File: src/rtl/kerl_pkg.sv
// Package for the keyed event rate limiter: types and constants shared by
// the cell, the cell-address converter and the top level. No dependencies.
`default_nettype none
package kerl_pkg;

    localparam int POS_W   = 24;
    localparam int CELL_W  = 18;
    localparam int TIME_W  = 32;
    localparam int ASSET_W = 16;
    localparam int IV_W    = 16;
    localparam int CNT_W   = 7;

    localparam logic OP_PLAY  = 1'b0;
    localparam logic OP_SWEEP = 1'b1;

    // Record carried along the chain of cells.
    typedef struct packed {
        logic                     valid;
        logic                     kind;
        logic [ASSET_W-1:0]       asset;
        logic signed [CELL_W-1:0] cx;
        logic signed [CELL_W-1:0] cy;
        logic signed [CELL_W-1:0] cz;
        logic [TIME_W-1:0]        last;
    } t_rec;

endpackage
`default_nettype wire

File: src/rtl/kerl_cell_conv.sv
// Converts one signed world coordinate to a cell index, floor((p+50)/100),
// with a two-stage reciprocal multiply. Uses kerl_pkg.
`default_nettype none
module kerl_cell_conv (
    input  wire logic                              i_clk,
    input  wire logic signed [kerl_pkg::POS_W-1:0] i_pos,
    output logic signed [kerl_pkg::CELL_W-1:0]     o_cell
);
    import kerl_pkg::*;

    // v = pos + 50 + 100*167772 is always positive and below 2^25; the offset
    // is a whole number of cells, so floor(v/100) - 167772 is the cell.
    localparam logic [25:0] BIAS  = 26'd16777250;
    localparam logic [25:0] OFFS  = 26'd167772;
    // ceil(2^32/100): the excess stays far below 1/100 for v < 2^25, so the
    // truncated product is already the exact quotient
    localparam logic [25:0] RECIP = 26'd42949673;

    logic [25:0] v;
    logic [51:0] prod;
    logic [25:0] r_v;
    logic [25:0] r_q;
    logic [25:0] cell_off;

    assign v    = {{2{i_pos[POS_W-1]}}, i_pos} + BIAS;
    assign prod = 52'(r_v) * 52'(RECIP);

    always_ff @(posedge i_clk) begin
        r_v <= v;
        r_q <= 26'(prod[51:32]);
    end

    assign cell_off = r_q - OFFS;
    assign o_cell   = signed'(cell_off[CELL_W-1:0]);
endmodule
`default_nettype wire

File: config.mk
export PLATFORM = sky130hd
export DESIGN_NAME = kerl_cell_conv
export DESIGN_NICKNAME = d
export VERILOG_FILES = /design/src/rtl/kerl_pkg.sv /design/src/rtl/kerl_cell_conv.sv
export SDC_FILE = /design/constraint.sdc
export NUM_CORES = 1
export LEC_CHECK = 0
export ABC_CLOCK_PERIOD_IN_PS = 17200
export BUFFER_PORTS_ARGS = -buffer_cell sky130_fd_sc_hd__clkbuf_2
export CORE_ASPECT_RATIO = 2
export CORE_MARGIN = 3
export CORE_UTILIZATION = 55
export CTS_CLUSTER_SIZE = 12
export DETAILED_ROUTE_END_ITERATION = 7
export PLACE_DENSITY = 0.72
export SYNTH_ARGS = -nofsm -noshare
export SYNTH_HDL_FRONTEND = slang
export SYNTH_SLANG_ARGS = --single-unit
File: constraint.sdc
create_clock -name i_clk -period 17.2 [get_ports i_clk]
set_input_delay 2.58 -clock i_clk [delete_from_list [all_inputs] [get_ports i_clk]]
set_output_delay 2.58 -clock i_clk [all_outputs]
set_load 0.1 [all_outputs]
==> results of run 1 <==
logic make-up after synthesis:
| group | Yosys count | synth area share |
|---|---|---|
| adders and majority gates | 513 | 0.656 |
| buffers and inverters | 430 | 0.131 |
| and+or+nand+nor | 114 | 0.0489 |
| AOI/OAI and AO/OA | 99 | 0.0550 |
| xor gates and xnor gates | 56 | 0.0396 |
| DFF | 43 | 0.0696 |
through the flow:
step                      hold WS [ns]  cell area [um2]  utilization  std cells  setup WS (ns)
final                             1.21            13100        0.589       1577          10.44
after floorplan                  0.960            12400            -       1255          11.22
after CTS                         1.23            13100        0.589       1577          10.51
after global routing              1.30            13100        0.589       1577          10.27
after global placement            1.16            12900        0.582       1569          10.69
after detailed placement          1.22            12900        0.582       1569          10.54
cells in the final DEF, fill, tap and decap left out, types with 5 or more instances in the layout:
master,instances
and3_1,5
nand3_1,15
o21ai_1,5
a21oi_1,29
xnor2_1,37
dfxtp_1,43
a21o_1,14
nor2_1,19
nand2_1,27
clkbuf_2,42
o21ai_0,11
clkbuf_16,5
ha_1,287
xor2_1,19
inv_1,426
nor2b_1,7
fa_1,226
nand4_1,18
worst max-delay path: cells and delay by family, from the launching register on:
family,cells,cell delay (ns)
adders and majority gates,8,3.81
buffers and inverters,4,0.31
and+or+nand+nor,5,1.16
DFF,1,0.70
xor gates and xnor gates,1,0.15
AOI/OAI and AO/OA,2,0.50
area by class of cell:
class | instances | area, um2 | share of cell area
Timing Repair Buffer | 42 | 210 | 0.0161
Tap cell | 276 | 345 | 0.0264
Multi-Input combinational cell | 782 | 9890 | 0.758
Clock buffer | 5 | 125 | 0.00958
Clock inverter | 3 | 23.8 | 0.00182
Sequential cell | 43 | 861 | 0.0659
Inverter | 426 | 1600 | 0.122
synth_stat cells, drive strengths merged (4+ instances only):
cell    instances  area share
xnor2          37       0.026
a21o           15      0.0092
nand4          18      0.0091
nand2          27      0.0082
ha            287        0.29
nor2b           7      0.0035
nor3            5      0.0024
and3            6      0.0031
a21oi          30       0.012
xor2           19       0.013
nand3          15      0.0061
dfxtp          43       0.070
inv           426        0.13
a211oi          4      0.0024
o21ai          16      0.0065
nor2           20      0.0063
fa            226        0.37
a31oi           4      0.0020
sequential cells by signal, indices dropped and copies added, names as in the netlist:
register  flops
r_q          18
r_v          25
worst max path at each step:
stage / startpoint / to / slack [ns] / cells after the start
after global placement: r_v[3]$_DFF_P_ / r_q[16]$_DFF_P_ / 10.69 / 20
final: r_v[13]$_DFF_P_ / r_q[17]$_DFF_P_ / 10.44 / 20
after CTS: r_v[12]$_DFF_P_ / r_q[17]$_DFF_P_ / 10.51 / 20
after global routing: r_v[9]$_DFF_P_ / r_q[15]$_DFF_P_ / 10.27 / 22
after floorplan: r_v[4]$_DFF_P_ / r_q[16]$_DFF_P_ / 11.22 / 22
after detailed placement: r_v[13]$_DFF_P_ / r_q[17]$_DFF_P_ / 10.54 / 20
metal layers:
metal | part of all wire | global-route usage | vias to the layer above
met4 | 0.10 | 0.230 | 0
li1 | - | - | 3947
met1 | 0.30 | 0.259 | 4311
met3 | 0.016 | 0.0194 | 129
met5 | 0 | 0 | -
met2 | 0.58 | 0.553 | 197
==> impl_metrics.env, run 1 <==
export IMPL_dr_pass1_iters=4
export IMPL_max_cap_viol_count=0
export IMPL_min_from="r_v[24]$_DFF_P_"
export IMPL_r2r_setup_slack_ns=10.44
export IMPL_final_nets=1838
export IMPL_path_max_fanout=9
export IMPL_slowest_stage="dfxtp_1"
export IMPL_tightestPinTransition_ns=0.773
export IMPL_wirelength_mm=32.7
export IMPL_cts_htree_levels=2
export IMPL_path_class="reg -> reg"
export IMPL_startpoint_type="flop"
export IMPL_synth_seq_area_share=0.0696
export IMPL_grt_pass1_wl_mm=51.8
export IMPL_grt_max_degree=16
export IMPL_critPathMaxStageDelay_ns=0.70
export IMPL_vias=8584
export IMPL_drive_gt1_frac=0.0492
export IMPL_max_freq_ghz=0.148
export IMPL_antenna_found_initial=0
export IMPL_initial_core_util=0.558
export IMPL_critPathCaptureType="flop"
export IMPL_drtAntennaViolNets=0
export IMPL_syn_area_mm2=0.0124
export IMPL_fin_crit_ns=6.76
export IMPL_hpwl_mm=30.3
export IMPL_syn_avg_cell_area_um2=9.86
export IMPL_whs_path_depth=4
export IMPL_cts_resized=0
export IMPL_cts_tree="done"
export IMPL_cts_buffers=5
export IMPL_rows=77
export IMPL_dieArea_mm2=0.0244
export IMPL_yosysUniqueCellTypes=56
export IMPL_worstPathArrival_ns=6.96
export IMPL_gp_congestion=0.945
export IMPL_yosys_most_used_dff="dfxtp_1"
export IMPL_hold_violations=0
export IMPL_num_io_pins=43
export IMPL_slew_headroom=0.479
export IMPL_routedWlPerCell_um=20.7
export IMPL_slew_viol_final=0
export IMPL_clock_skew_ns=0.00709
export IMPL_rsz0062_at_grt="false"
export IMPL_die_h_um=218
export IMPL_root_buffer="clkbuf_16"
export IMPL_cpMostUsedCell="fa_1"
export IMPL_cts_sinks=43
export IMPL_die_x_um=112
export IMPL_overflow=0
export IMPL_port_buffers=42
export IMPL_cts_hold_buffers=0
export IMPL_syn_inst=1255
export IMPL_fin_crit_sh=0.393
export IMPL_hold_path_end="r_q[17]$_DFF_P_"
export IMPL_worstReg2RegStart="r_v[13]$_DFF_P_"
export IMPL_diodes=0
export IMPL_ys_warn_count=0
export IMPL_finalSetupViolCount=0
export IMPL_syn_num_nets=1793
export IMPL_synthToLayoutAreaGrowth_pct=5.51
export IMPL_path_cells="ha_1 > inv_1 > fa_1 > fa_1 > inv_1 > fa_1 > fa_1 > fa_1 > inv_1 > fa_1 > inv_1 > ha_1 > nand4_1 > nor4_1 > nand2_1 > a31oi_1 > nor3_1 > nor3b_1 > a21oi_1 > xnor2_1"
export IMPL_postCtsSetupBuffers=0
export IMPL_holdCritPathClass="reg -> reg"
export IMPL_status="completed"
export IMPL_reg2reg_depth=20
export IMPL_via_per_inst=5.44
export IMPL_timing_rr_end="r_q[17]$_DFF_P_"
export IMPL_synthArstFlopShare=0
export IMPL_drc=0
export IMPL_clock_path_buffers=2
export IMPL_grt_use_total=0.283
export IMPL_clock_latency_ns=0.30
export IMPL_fill_cells=1972
export IMPL_path_clk_slew_ns=0.07
export IMPL_synth_edf_count=0
export IMPL_drt_initial_drc_count=333
export IMPL_ys_ff_latch=43
export IMPL_crit_required_ns=17.39
export IMPL_grt_pass1_vias=9762
export IMPL_core_area_mm2=0.0222
export IMPL_setup_tns_ns=0
Power of run 1 is left out: the tool's default activity adds up to more than one toggle a clock period on the data nets, which glitch-free logic cannot reach.
==> inputs of run 2 (changes only) <==
ABC_CLOCK_PERIOD_IN_PS = 6850   (was 17200)
clock period = 6.85 ns   (was 17.2 ns; I/O delays follow)
==> impl_metrics.env, run 2 (synthesis results as in run 1) <==
export IMPL_status="completed"
export IMPL_crit_required_ns=7.04
export IMPL_drc=0
export IMPL_fill_cells=1974
export IMPL_slew_headroom=0.454
export IMPL_wirelength_mm=33.4
export IMPL_critPathCaptureType="flop"
export IMPL_slew_viol_final=0
export IMPL_drtAntennaViolNets=0
export IMPL_cts_hold_buffers=0
export IMPL_num_io_pins=43
export IMPL_max_cap_viol_count=0
export IMPL_diodes=0
export IMPL_finalSetupViolCount=0
export IMPL_layout_commonest_cell="inv_1"
export IMPL_cts_tree="done"
export IMPL_cts_sinks=43
export IMPL_ff_latch_area_um2=863
export IMPL_via_per_inst=5.49
export IMPL_worstPathArrival_ns=6.81
export IMPL_fin_crit_sh=0.967
export IMPL_cts_htree_levels=2
export IMPL_multi_input_area_mm2=0.00989
export IMPL_grt_pass1_vias=9840
export IMPL_grt_pass1_wl_mm=52.2
export IMPL_grt_max_degree=15
export IMPL_overflow=0
export IMPL_place_area_mm2=0.0130
export IMPL_tightestPinTransition_ns=0.810
export IMPL_cts_buffers=5
export IMPL_use_met3=0.0247
export IMPL_grtUsageMet1=0.249
export IMPL_fin_crit_ns=6.62
export IMPL_max_freq_ghz=0.151
export IMPL_grt_use_total=0.287
export IMPL_postCtsSetupBuffers=0
export IMPL_rows=77
export IMPL_path_clk_slew_ns=0.06
export IMPL_dr_pass1_iters=5
export IMPL_clock_latency_ns=0.31
export IMPL_final_cell_mix="inv_1 (426), ha_1 (287), fa_1 (226), clkbuf_2 (42), dfxtp_1 (41)"
export IMPL_antenna_found_initial=0
export IMPL_routedWlPerCell_um=21.0
export IMPL_die_h_um=218
export IMPL_grt_util_met2=0.563
export IMPL_clock_path_buffers=2
export IMPL_path_max_fanout=9
export IMPL_initial_core_util=0.558
export IMPL_vias=8741
export IMPL_holdCritPathClass="in -> reg"
export IMPL_final_nets=1853
export IMPL_drt_initial_drc_count=346
export IMPL_core_area_mm2=0.0222
export IMPL_port_buffers=42
export IMPL_path_class="reg -> reg"
export IMPL_regMostFlops="r_v"
export IMPL_dieArea_mm2=0.0244
export IMPL_drive_gt1_frac=0.0616
export IMPL_synthToLayoutAreaGrowth_pct=6.60
export IMPL_startpoint_type="flop"
export IMPL_setup_tns_ns=0
export IMPL_busiest_layer="met2"
export IMPL_die_x_um=112
export IMPL_rsz0062_at_grt="false"
export IMPL_hpwl_mm=31.1
export IMPL_gp_congestion=0.961
export IMPL_hold_violations=0
export IMPL_largest_reg_flops=25
export IMPL_top_regs="r_v: 25 flops, r_q: 18 flops"
export IMPL_clock_skew_ns=0.00927
export IMPL_fin_area_mm2=0.0132
export IMPL_root_buffer="clkbuf_16"
-- run 2: changes by cell type in the layout (fill, tap and decap cells not counted), sizes merged --
cell,change
clkinvlp,-2
bufinv,+1
clkinv,+2
inv,-1
buf,+15
-- run 2: final cells by class --
class                           count  share of cell area
Multi-Input combinational cell    782               0.750
Timing Repair Buffer               57              0.0245
Clock inverter                      3             0.00332
Tap cell                          276              0.0262
Clock buffer                        5             0.00948
Inverter                          426               0.121
Sequential cell                    43              0.0654
-- run 2: worst paths after layout --
kind | start | cells past startpoint | to | slack [ns]
worst max-delay path | r_v[15]$_DFF_P_ | 20 | r_q[17]$_DFF_P_ | 0.23
worst min-delay path | i_pos[0] | 1 | r_v[0]$_DFF_P_ | 0.82
worst max register to register | r_v[15]$_DFF_P_ | 20 | r_q[17]$_DFF_P_ | 0.23
worst min register to register | r_v[24]$_DFF_P_ | 5 | r_q[17]$_DFF_P_ | 1.26
-- run 2: layer usage --
layer | vias to the layer above | routed length, um
met1 | 4348 | 9480
met2 | 263 | 19200
li1 | 3977 | -
met4 | 0 | 3880
met3 | 153 | 818
met5 | - | 0
-- run 2: timing repair --
item	4_1_cts	5_1_grt
hold endpoints to repair	0	0
gates resized for setup	0	2
endpoints found under the setup margin	0	2
-- run 2: stage by stage --
stage               instances   util  hold WS [ns]  setup WS (ns)
global placement         1584  0.588          1.13          0.393
detailed placement       1584  0.588          1.13          0.238
finish                   1592  0.595         0.820          0.225
global route             1592  0.595         0.825         0.0130
floorplan                1255      -         0.960          0.866
CTS                      1592  0.595         0.813          0.231
-- run 2: critical path, stage by stage (launching register included) --
cell,delay (ns)
dfxtp_1,0.60
ha_1,0.37
fa_1,0.55
inv_1,0.06
fa_1,0.51
inv_1,0.06
fa_1,0.56
fa_1,0.44
fa_1,0.54
inv_1,0.05
fa_1,0.55
inv_1,0.05
ha_1,0.35
nand4_1,0.09
nor4_1,0.35
nand2_1,0.09
a31oi_1,0.32
nor3_1,0.14
nor3b_1,0.48
a21oi_1,0.17
xnor2_1,0.16
Power of run 2 is left out for the same reason.
